## src/rtl/mmp_pkg.sv

```systemverilog
package mmp_pkg;

  localparam int VAL_W        = 31;
  localparam int SIZE_W       = 4;
  localparam int CFG_IDX_W    = 2;
  localparam int PROD_W       = 2 * VAL_W;
  localparam int RED_W        = 2 * VAL_W + 1;
  localparam int MAX_SIZE_DEF = 8;

  localparam logic [SIZE_W-1:0] SIZE_RST = SIZE_W'(8);
  localparam logic [VAL_W-1:0]  EXP_RST  = VAL_W'(1);
  localparam logic [VAL_W-1:0]  MOD_RST  = VAL_W'(1000000007);

  typedef enum logic [CFG_IDX_W-1:0] {
    CFG_SIZE = 2'd0,
    CFG_EXP  = 2'd1,
    CFG_MOD  = 2'd2
  } cfg_idx_e;

  typedef enum logic [1:0] {
    WD_RED  = 2'd0,
    WD_SCR  = 2'd1,
    WD_ONE  = 2'd2,
    WD_ZERO = 2'd3
  } wsel_e;

  typedef struct packed {
    logic  we_base;
    logic  we_power;
    logic  we_scratch;
    wsel_e wsel;
    logic  sel_a_power;
    logic  mul_load;
    logic  red_start;
    logic  red_src_entry;
    logic  sum_load;
    logic  sum_clear;
    logic  out_load;
  } cmd_t;

endpackage

```

## src/rtl/mmp_ctrl.sv

```systemverilog
module mmp_ctrl #(
  parameter int MAX_SIZE = mmp_pkg::MAX_SIZE_DEF
) (
  input  logic                                  clk_i,
  input  logic                                  rst_ni,
  input  logic                                  in_valid_i,
  input  logic                                  in_last_i,
  output logic                                  in_ready_o,
  output logic                                  out_valid_o,
  output logic                                  out_last_o,
  input  logic                                  out_ready_i,
  input  logic [$clog2(MAX_SIZE + 1)-1:0]       size_i,
  input  logic [mmp_pkg::VAL_W-1:0]             exponent_i,
  input  logic                                  red_done_i,
  output mmp_pkg::cmd_t                         cmd_o,
  output logic [((MAX_SIZE > 1) ? $clog2(MAX_SIZE * MAX_SIZE) : 1)-1:0] raddr0_o,
  output logic [((MAX_SIZE > 1) ? $clog2(MAX_SIZE * MAX_SIZE) : 1)-1:0] raddr1_o,
  output logic [((MAX_SIZE > 1) ? $clog2(MAX_SIZE * MAX_SIZE) : 1)-1:0] waddr_o
);

  localparam int NW = $clog2(MAX_SIZE + 1);
  localparam int CW = (MAX_SIZE > 1) ? $clog2(MAX_SIZE) : 1;
  localparam int AW = (MAX_SIZE > 1) ? $clog2(MAX_SIZE * MAX_SIZE) : 1;

  typedef enum logic [12:0] {
    S_IDLE   = 13'h0001,
    S_LOAD   = 13'h0002,
    S_INIT   = 13'h0004,
    S_EXP    = 13'h0008,
    S_MREAD  = 13'h0010,
    S_MMUL   = 13'h0020,
    S_MRED   = 13'h0040,
    S_MWAIT  = 13'h0080,
    S_CREAD  = 13'h0100,
    S_CWRITE = 13'h0200,
    S_OREAD  = 13'h0400,
    S_OLOAD  = 13'h0800,
    S_OSEND  = 13'h1000
  } state_e;

  state_e                    state_q, state_d;
  logic [AW-1:0]             load_q, load_d;
  logic                      last_q, last_d;
  logic                      pb_q, pb_d;
  logic [mmp_pkg::VAL_W-1:0] rem_q, rem_d;
  logic [CW-1:0]             r_q, r_d, c_q, c_d, k_q, k_d;
  logic [AW:0]               cells;
  logic [AW-1:0]             load_at;
  logic                      r_last, c_last, k_last, rc_last;
  logic [CW-1:0]             r_nx, c_nx;

  function automatic logic [AW-1:0] rc_addr(input logic [CW-1:0] a, input logic [CW-1:0] b,
                                            input logic [NW-1:0] nn);
    logic [AW+CW:0] p;
    p = (AW + CW + 1)'(a) * (AW + CW + 1)'(nn) + (AW + CW + 1)'(b);
    return p[AW-1:0];
  endfunction

  assign cells   = (AW + 1)'(size_i) * (AW + 1)'(size_i);
  assign load_at = ((AW + 1)'(load_q) >= cells - (AW + 1)'(1))
                 ? AW'(cells - (AW + 1)'(1)) : load_q;
  assign r_last  = (NW'(r_q) == size_i - NW'(1));
  assign c_last  = (NW'(c_q) == size_i - NW'(1));
  assign k_last  = (NW'(k_q) == size_i - NW'(1));
  assign rc_last = r_last && c_last;
  assign c_nx    = c_last ? '0 : c_q + CW'(1);
  assign r_nx    = c_last ? (r_last ? '0 : r_q + CW'(1)) : r_q;

  always_comb begin
    state_d     = state_q;
    load_d      = load_q;
    last_d      = last_q;
    pb_d        = pb_q;
    rem_d       = rem_q;
    r_d         = r_q;
    c_d         = c_q;
    k_d         = k_q;
    cmd_o       = '0;
    cmd_o.wsel  = mmp_pkg::WD_RED;
    in_ready_o  = 1'b0;
    out_valid_o = 1'b0;
    raddr0_o    = rc_addr(r_q, c_q, size_i);
    raddr1_o    = rc_addr(k_q, c_q, size_i);
    waddr_o     = rc_addr(r_q, c_q, size_i);
    case (state_q)
      S_IDLE: begin
        in_ready_o = 1'b1;
        if (in_valid_i) begin
          cmd_o.red_start     = 1'b1;
          cmd_o.red_src_entry = 1'b1;
          last_d              = in_last_i;
          state_d             = S_LOAD;
        end
      end
      S_LOAD: begin
        waddr_o = load_at;
        if (red_done_i) begin
          cmd_o.we_base = 1'b1;
          if (last_q) begin
            load_d  = '0;
            r_d     = '0;
            c_d     = '0;
            rem_d   = exponent_i;
            state_d = S_INIT;
          end else begin
            load_d  = ((AW + 1)'(load_at) < cells - (AW + 1)'(1)) ? load_at + AW'(1) : load_at;
            state_d = S_IDLE;
          end
        end
      end
      S_INIT: begin
        cmd_o.we_power = 1'b1;
        cmd_o.wsel     = (r_q == c_q) ? mmp_pkg::WD_ONE : mmp_pkg::WD_ZERO;
        r_d            = r_nx;
        c_d            = c_nx;
        if (rc_last) begin
          state_d = S_EXP;
        end
      end
      S_EXP: begin
        r_d = '0;
        c_d = '0;
        k_d = '0;
        if (rem_q == '0) begin
          state_d = S_OREAD;
        end else begin
          pb_d    = rem_q[0];
          state_d = S_MREAD;
        end
      end
      S_MREAD: begin
        raddr0_o = rc_addr(r_q, k_q, size_i);
        state_d  = S_MMUL;
      end
      S_MMUL: begin
        cmd_o.sel_a_power = pb_q;
        cmd_o.mul_load    = 1'b1;
        state_d           = S_MRED;
      end
      S_MRED: begin
        cmd_o.red_start = 1'b1;
        state_d         = S_MWAIT;
      end
      S_MWAIT: begin
        if (red_done_i) begin
          if (k_last) begin
            cmd_o.we_scratch = 1'b1;
            cmd_o.sum_clear  = 1'b1;
            k_d              = '0;
            r_d              = r_nx;
            c_d              = c_nx;
            state_d          = rc_last ? S_CREAD : S_MREAD;
          end else begin
            cmd_o.sum_load = 1'b1;
            k_d            = k_q + CW'(1);
            state_d        = S_MREAD;
          end
        end
      end
      S_CREAD: begin
        state_d = S_CWRITE;
      end
      S_CWRITE: begin
        cmd_o.wsel     = mmp_pkg::WD_SCR;
        cmd_o.we_power = pb_q;
        cmd_o.we_base  = !pb_q;
        r_d            = r_nx;
        c_d            = c_nx;
        if (rc_last) begin
          if (pb_q) begin
            pb_d    = 1'b0;
            k_d     = '0;
            state_d = S_MREAD;
          end else begin
            rem_d   = rem_q >> 1;
            state_d = S_EXP;
          end
        end else begin
          state_d = S_CREAD;
        end
      end
      S_OREAD: begin
        state_d = S_OLOAD;
      end
      S_OLOAD: begin
        cmd_o.out_load = 1'b1;
        state_d        = S_OSEND;
      end
      S_OSEND: begin
        out_valid_o = 1'b1;
        if (out_ready_i) begin
          r_d     = r_nx;
          c_d     = c_nx;
          state_d = rc_last ? S_IDLE : S_OREAD;
        end
      end
      default: begin
        state_d = S_IDLE;
      end
    endcase
  end

  assign out_last_o = rc_last;

  always_ff @(posedge clk_i or negedge rst_ni) begin
    if (!rst_ni) begin
      state_q <= S_IDLE;
      load_q  <= '0;
      last_q  <= 1'b0;
      pb_q    <= 1'b0;
      rem_q   <= '0;
      r_q     <= '0;
      c_q     <= '0;
      k_q     <= '0;
    end else begin
      state_q <= state_d;
      load_q  <= load_d;
      last_q  <= last_d;
      pb_q    <= pb_d;
      rem_q   <= rem_d;
      r_q     <= r_d;
      c_q     <= c_d;
      k_q     <= k_d;
    end
  end

endmodule

```

## config.mk

```make
export PLATFORM = sky130hd
export DESIGN_NAME = mmp_ctrl
export DESIGN_NICKNAME = d
export VERILOG_FILES = /design/src/rtl/mmp_pkg.sv /design/src/rtl/mmp_ctrl.sv
export SDC_FILE = /design/constraint.sdc
export NUM_CORES = 1
export LEC_CHECK = 0
export ABC_AREA = 1
export BUFFER_PORTS_ARGS = -buffer_cell sky130_fd_sc_hd__buf_4
export CAP_MARGIN = 0
export CORE_ASPECT_RATIO = 0.6
export CORE_MARGIN = 3
export CORE_UTILIZATION = 49
export CTS_CLUSTER_DIAMETER = 40
export CTS_CLUSTER_SIZE = 24
export DETAILED_ROUTE_END_ITERATION = 8
export PLACE_DENSITY = 0.69
export SETUP_SLACK_MARGIN = 0.4
export SYNTH_ARGS = -nofsm -noshare
export SYNTH_HDL_FRONTEND = slang
export SYNTH_SLANG_ARGS = --single-unit
```

## constraint.sdc

```tcl
create_clock -name clk_i -period 9.94 [get_ports clk_i]
set_clock_uncertainty 0.15 [all_clocks]
set_input_delay 2.982 -clock clk_i [delete_from_list [all_inputs] [get_ports clk_i]]
set_output_delay 2.982 -clock clk_i [all_outputs]
set_load 0.01 [all_outputs]
```

Word-level counts from Yosys, hierarchy flattened. Index checks and enable logic that the tools add are counted.

Output and inout port bits: 33. Bits of input ports: 41. Logic and storage cells: 127. Register bits: 61.

Mux-type cells: 62. Multipliers: 3. Equal/unequal tests: 28. Reductions and logical operators: 15. Order comparisons: 2. Add/subtract/negate cells: 9.

Operators with widths (count): $pmux W13 S13 (1); $mux W31 (4); $mux W13 (5); $pmux W31 S2 (1); $mux W3 (16); $logic_not A31 Y1 (1); $mux W6 (5); $pmux W3 S5 (2); $mux W9 (3); $mux W11 (2); $ne A2 B2 Y1 const B (11); $add A6 B3 Y6 (3); $eq A13 B1 Y1 const B (1); $eq A13 B10 Y1 const B (1); $eq A13 B11 Y1 const B (1); $eq A13 B12 Y1 const B (1); $eq A13 B13 Y1 const B (1); $eq A13 B2 Y1 const B (1); $eq A13 B3 Y1 const B (1); $eq A13 B4 Y1 const B (1); $eq A13 B5 Y1 const B (1); $eq A13 B6 Y1 const B (1); $eq A13 B7 Y1 const B (1); $eq A13 B8 Y1 const B (1); 28 further kinds (53).

Logic depth before layout (Yosys ltp).
Depth in word-level cells: 7. Mapped depth: 30.

Worst setup path after synthesis. Ideal clock, no wire load.

Path kind: input port to output port. From: in size_i[3]. To: out waddr_o[0] in the netlist's numbering. Path slack: 0.590 ns. Cell stages on the path: 20. Arrival: 6.218 ns. Required time: 6.808 ns. Path buffers: 1. Cell sequence: clkbuf_1 > nand2_1 > ha_1 > xnor2_1 > xnor2_1 > fa_1 > inv_1 > ha_1 > nand3_1 > nand2_1 > ha_1 > nand2_1 > nand2_1 > nand2_1 > nand3_2 > nand2_8 > nand2_1 > o21ai_4 > inv_1 > o21ai_0.

Longest elaborated chain between the ends: 5.

RTL lines: start, declared (line mmp_ctrl.sv:12) `input logic [$clog2(MAX_SIZE + 1)-1:0] size_i,`; $mul A4 B4 Y7 (line mmp_ctrl.sv:59) `assign cells = (AW + 1)'(size_i) * (AW + 1)'(size_i);`; $sub A7 B1 Y7 (line mmp_ctrl.sv:60) `assign load_at = ((AW + 1)'(load_q) >= cells - (AW + 1)'(1))`; $ge A6 B7 Y1 (line mmp_ctrl.sv:60); $mux W6 (line mmp_ctrl.sv:61) `? AW'(cells - (AW + 1)'(1)) : load_q;`; $mux W6 (line mmp_ctrl.sv:85) `case (state_q)`; end, declared (line mmp_ctrl.sv:18) `output logic [((MAX_SIZE > 1) ? $clog2(MAX_SIZE * MAX_SIZE) : 1)-1:0] waddr_o`.

Every way passes these cells.

Worst setup path in the final report. Same ends and word-level chain as after synthesis.

==> metrics.md <==
| Metric | Value |
|---|---|
| Die W | `around 150 µm` |
| CORE AREA | `between 0.01 and 0.015 mm²` |
| Total track usage | `0.234` |
| Slew Limit Fails | `0` |
| Area post-placement | `about 0.0063 mm²` |
| Comb pwr share | `0.438` |
| Critical path fanouts, max | `11` |
| Routed length on met1 | `about 8000 µm` |
| Net Sw Frac | `0.390` |
| Unrepaired setup endpoints after global routing | `no` |
| WL met3 | `about 1200 µm` |
| GP Congestion | `between 0.9 and 1` |
| Worst slew pin tran | `roughly 790 ps` |
| Power Density | `198 mW/mm²` |
| CP dominant cell by count | `nand2_1` |
| # diodes | `0` |
| Reg2Reg Depth | `26` |
| CTS tree | `done` |
| FMAX | `107 MHz` |
| Clock Path Buffers | `2` |
| Worst-path clk slew | `~50 ps` |
| Sink Count | `61` |
| Num CTS Buffers | `9` |
| Critical path's largest stage delay | `approximately 510 ps` |
| Met2 Routed Length | `around 6000 µm` |
| Post-DR wirelength/cell | `between 15 and 20 µm` |
| Worst min path class | `reg2reg` |
| Die height | `approximately 89 µm` |
| Arr. time, crit path | `just over 6000 ps` |
| Number of port buffers | `between 70 and 80` |
| Yosys cell types | `57` |
| Worst hold slack | `roughly 360 ps` |
| Area leader, netlist | `dfrtp_1` |
| First-pass GRT wire length | `between 20000 and 25000 µm` |
| YS warnings | `0` |
| Vias in the first global route | `around 4800` |
| Setup total negative slack | `0 ps` |
| Critical path buffers and inverters | `4` |
| Design Area, Final | `between 0.006 and 0.007 mm²` |
| DP Wirelength | `between 10000 and 15000 µm` |
| Fraction of layout cells with a size suffix above 1 | `0.226` |
| Die area | `about 0.013 mm²` |
| Crit path kind | `in2out` |
| DR pass1 iterations | `5` |
| Dpl cells | `around 960` |
| Worst path slowest cell | `fa_1` |
| Register area | `~0.0015 mm²` |
| Critical Path RT | `between 6000 and 7000 ps` |
| Clock root buffer | `clkbuf_16` |
| Top cell type's share of synthesized area | `0.264` |
| Boundary Pins | `74` |
| Mapped Nets | `842` |
| 1st-iter DRT viols | `337` |
| Pleak | `approximately 3.7 nW` |
| Number of remaining DRC errors | `0` |
| Hold Violations, Final | `0` |
| Worst-Skew Late Latency | `330 ps` |
| Drt via density | `5.24` |
| Row cnt | `29` |
| Post-Layout Cell Count | `approximately 970` |
| Area Growth Syn to Fin | `17.9%` |
| Final WL | `around 15000 µm` |
| Top post-synthesis cells by area | `dfrtp_1 (26%), nand2_1 (16%), ha_1 (9.9%)` |
| Hold Crit Depth | `1` |
| Fillers | `983` |
| CP Cell Sequence | `buf_4 > nand2_2 > ha_4 > xnor2_2 > xnor2_1 > fa_1 > inv_1 > ha_1 > nand3_1 > nand2_2 > ha_1 > nand2_1 > nand2_1 > nand2_1 > nand3_4 > nand2_8 > nand2_1 > o21ai_4 > inv_1 > o21ai_0 > buf_4` |
| Int Pwr | `809 µW` |
| DP Worst Slack | `roughly 400 ps` |
| Fin crit period | `roughly 9400 ps` |
| Setup crit start kind | `input pin` |
| Yosys reg bits | `61` |
| Max VDD drop | `about 0.11 mV` |
| Gr ovfl total | `0` |
| Top sig layer | `met4` |
| Outcome | `finished clean` |
| Clock power frac | `0.251` |
| Initial antenna violation count | `0` |
| Layout Nets | `910` |
| Largest net degree at the start of global routing | `62` |
| Largest delay share family, worst path | `adder cells` |
| Mapped cell area | `about 0.0057 mm²` |
| Crit end category | `output port` |
| Max-Cap Viols | `0` |
| Via count | `5100` |
| Crit share post-route | `0.942` |
| Initial core utilization | `0.521` |
| CP Depth | `21` |
| Final setup fails | `0` |
| Final ANT Viol Nets | `0` |
| H-tree levels | `3` |
| Sw Pwr | `~520 µW` |
| Sequential area share after synthesis | `0.269` |
| Proportion of power drawn by flip-flops and latches | `0.311` |
| Setup ws final | `slightly below 600 ps` |
| Post-Syn Area per Cell | `between 7 and 8 µm²` |
| Footprint of the multi-input gates | `roughly 0.0037 mm²` |
| Cells after synthesis | `about 750` |
| Slew headroom | `0.472` |
[metal layers]
layer  GRT usage  up-vias
li1            -     2534
met1       0.363     2382
met2       0.334      166
met3      0.0486       18
met4      0.0482        0
met5           0        -
[power by group through the flow]
stage | Combinational, mW | Sequential, mW | Clock (mW)
floorplan | 0.425 | 0.387 | 0
global placement | 0.552 | 0.410 | 0
detailed placement | 0.564 | 0.412 | 0
CTS | 0.570 | 0.410 | 0.335
global route | 0.638 | 0.422 | 0.347
finish | 0.580 | 0.412 | 0.332
[metrics by stage]
step	utilization	power (mW)
5_1_grt	0.614	1.41
3_3_place_gp	0.581	0.962
3_5_place_dp	0.581	0.976
6_report	0.614	1.32
2_1_floorplan	-	0.812
4_1_cts	0.610	1.32
[placed cells by master, fill, tap and decap left out, drive strengths merged, types with 2 or more instances in the layout]
master,Yosys,layout
nand2,258,258
inv,98,98
buf,6,75
dfrtp,60,60
nor2,52,52
ha,45,45
nand3,38,38
mux2,29,29
o21ai,25,25
a21oi,19,19
xor2,19,19
nor3,14,14
nor4,14,14
nand4,13,13
xnor2,12,12
clkbuf,12,11
fa,10,10
o22ai,3,3
clkinv,1,3
o21a,2,2
a31oi,2,2
and2,2,2
bufinv,0,2
or2,2,2
[final cells by class]
type                    count  area share
clock buffers              11      0.0347
clock inverters             4      0.0110
inverters                  99      0.0560
multi-input cells         568       0.557
flip-flops and latches     61       0.228
well taps                 155      0.0289
repair buffers             75      0.0845
[flip-flops by register name, summed over array words and instances (netlist names)]
name,count
rem_q,31
r_q,3
k_q,3
pb_q,1
load_q,6
c_q,3
state_q,13
last_q,1
[Yosys cell counts, drive strengths merged]
| cell | n |
|---|---|
| dfrtp | 60 |
| buf | 6 |
| nand3 | 38 |
| a22oi | 1 |
| inv | 98 |
| ha | 45 |
| a31oi | 2 |
| or2 | 2 |
| a32o | 1 |
| clkinv | 1 |
| fa | 10 |
| mux2i | 1 |
| xor2 | 19 |
| dfstp | 1 |
| o22ai | 3 |
| mux2 | 29 |
| a21oi | 19 |
| nor3 | 14 |
| xnor2 | 12 |
| o21bai | 1 |
| o21ai | 25 |
| o21a | 2 |
| nor3b | 1 |
| nand3b | 1 |
| nand2 | 258 |
| clkbuf | 12 |
| o31ai | 1 |
| o221ai | 1 |
| and3b | 1 |
| nand4 | 13 |
| nor2 | 52 |
| nor4 | 14 |
| and2 | 2 |
[worst reg2reg max path, delay by kind of cell (launching register included)]
family / cells / cell delay, ps
and+or+nand+nor: 19 / 1450
adders and majority gates: 2 / 560
DFF: 1 / 390
buffers and inverters: 4 / 300
AOI/OAI and AO/OA: 1 / 110
[logic make-up (layout without fill, tap and decap cells)]
group / Yosys count / after routing / share of synthesized area
compound gates: 56 / 56 / 0.0574
fa+ha+maj: 55 / 55 / 0.134
simple gates: 396 / 396 / 0.328
xor+xnor: 31 / 31 / 0.0524
flops: 61 / 61 / 0.269
buf+inv: 117 / 189 / 0.0834
mux: 30 / 30 / 0.0757
[what timing repair did]
action	4_1_cts	5_1_grt
setup endpoints to repair	2	5
hold buffers	0	0
gates resized for setup	1	10
buffers inserted	0	0
[path summary, 6_finish.rpt]
kind	startpoint	to	slack, ps
worst max-delay path	size_i[3]	waddr_o[0]	580
worst min-delay path	state_q[9]	state_q[9]	360
worst max register to register	load_q[0]	load_q[3]	6900
worst min register to register	state_q[9]	state_q[9]	360
max in group asynchronous	rst_ni	r_q[2]	6540
min in group asynchronous	rst_ni	rem_q[20]	2580
(Power assumes the default switching activity.)
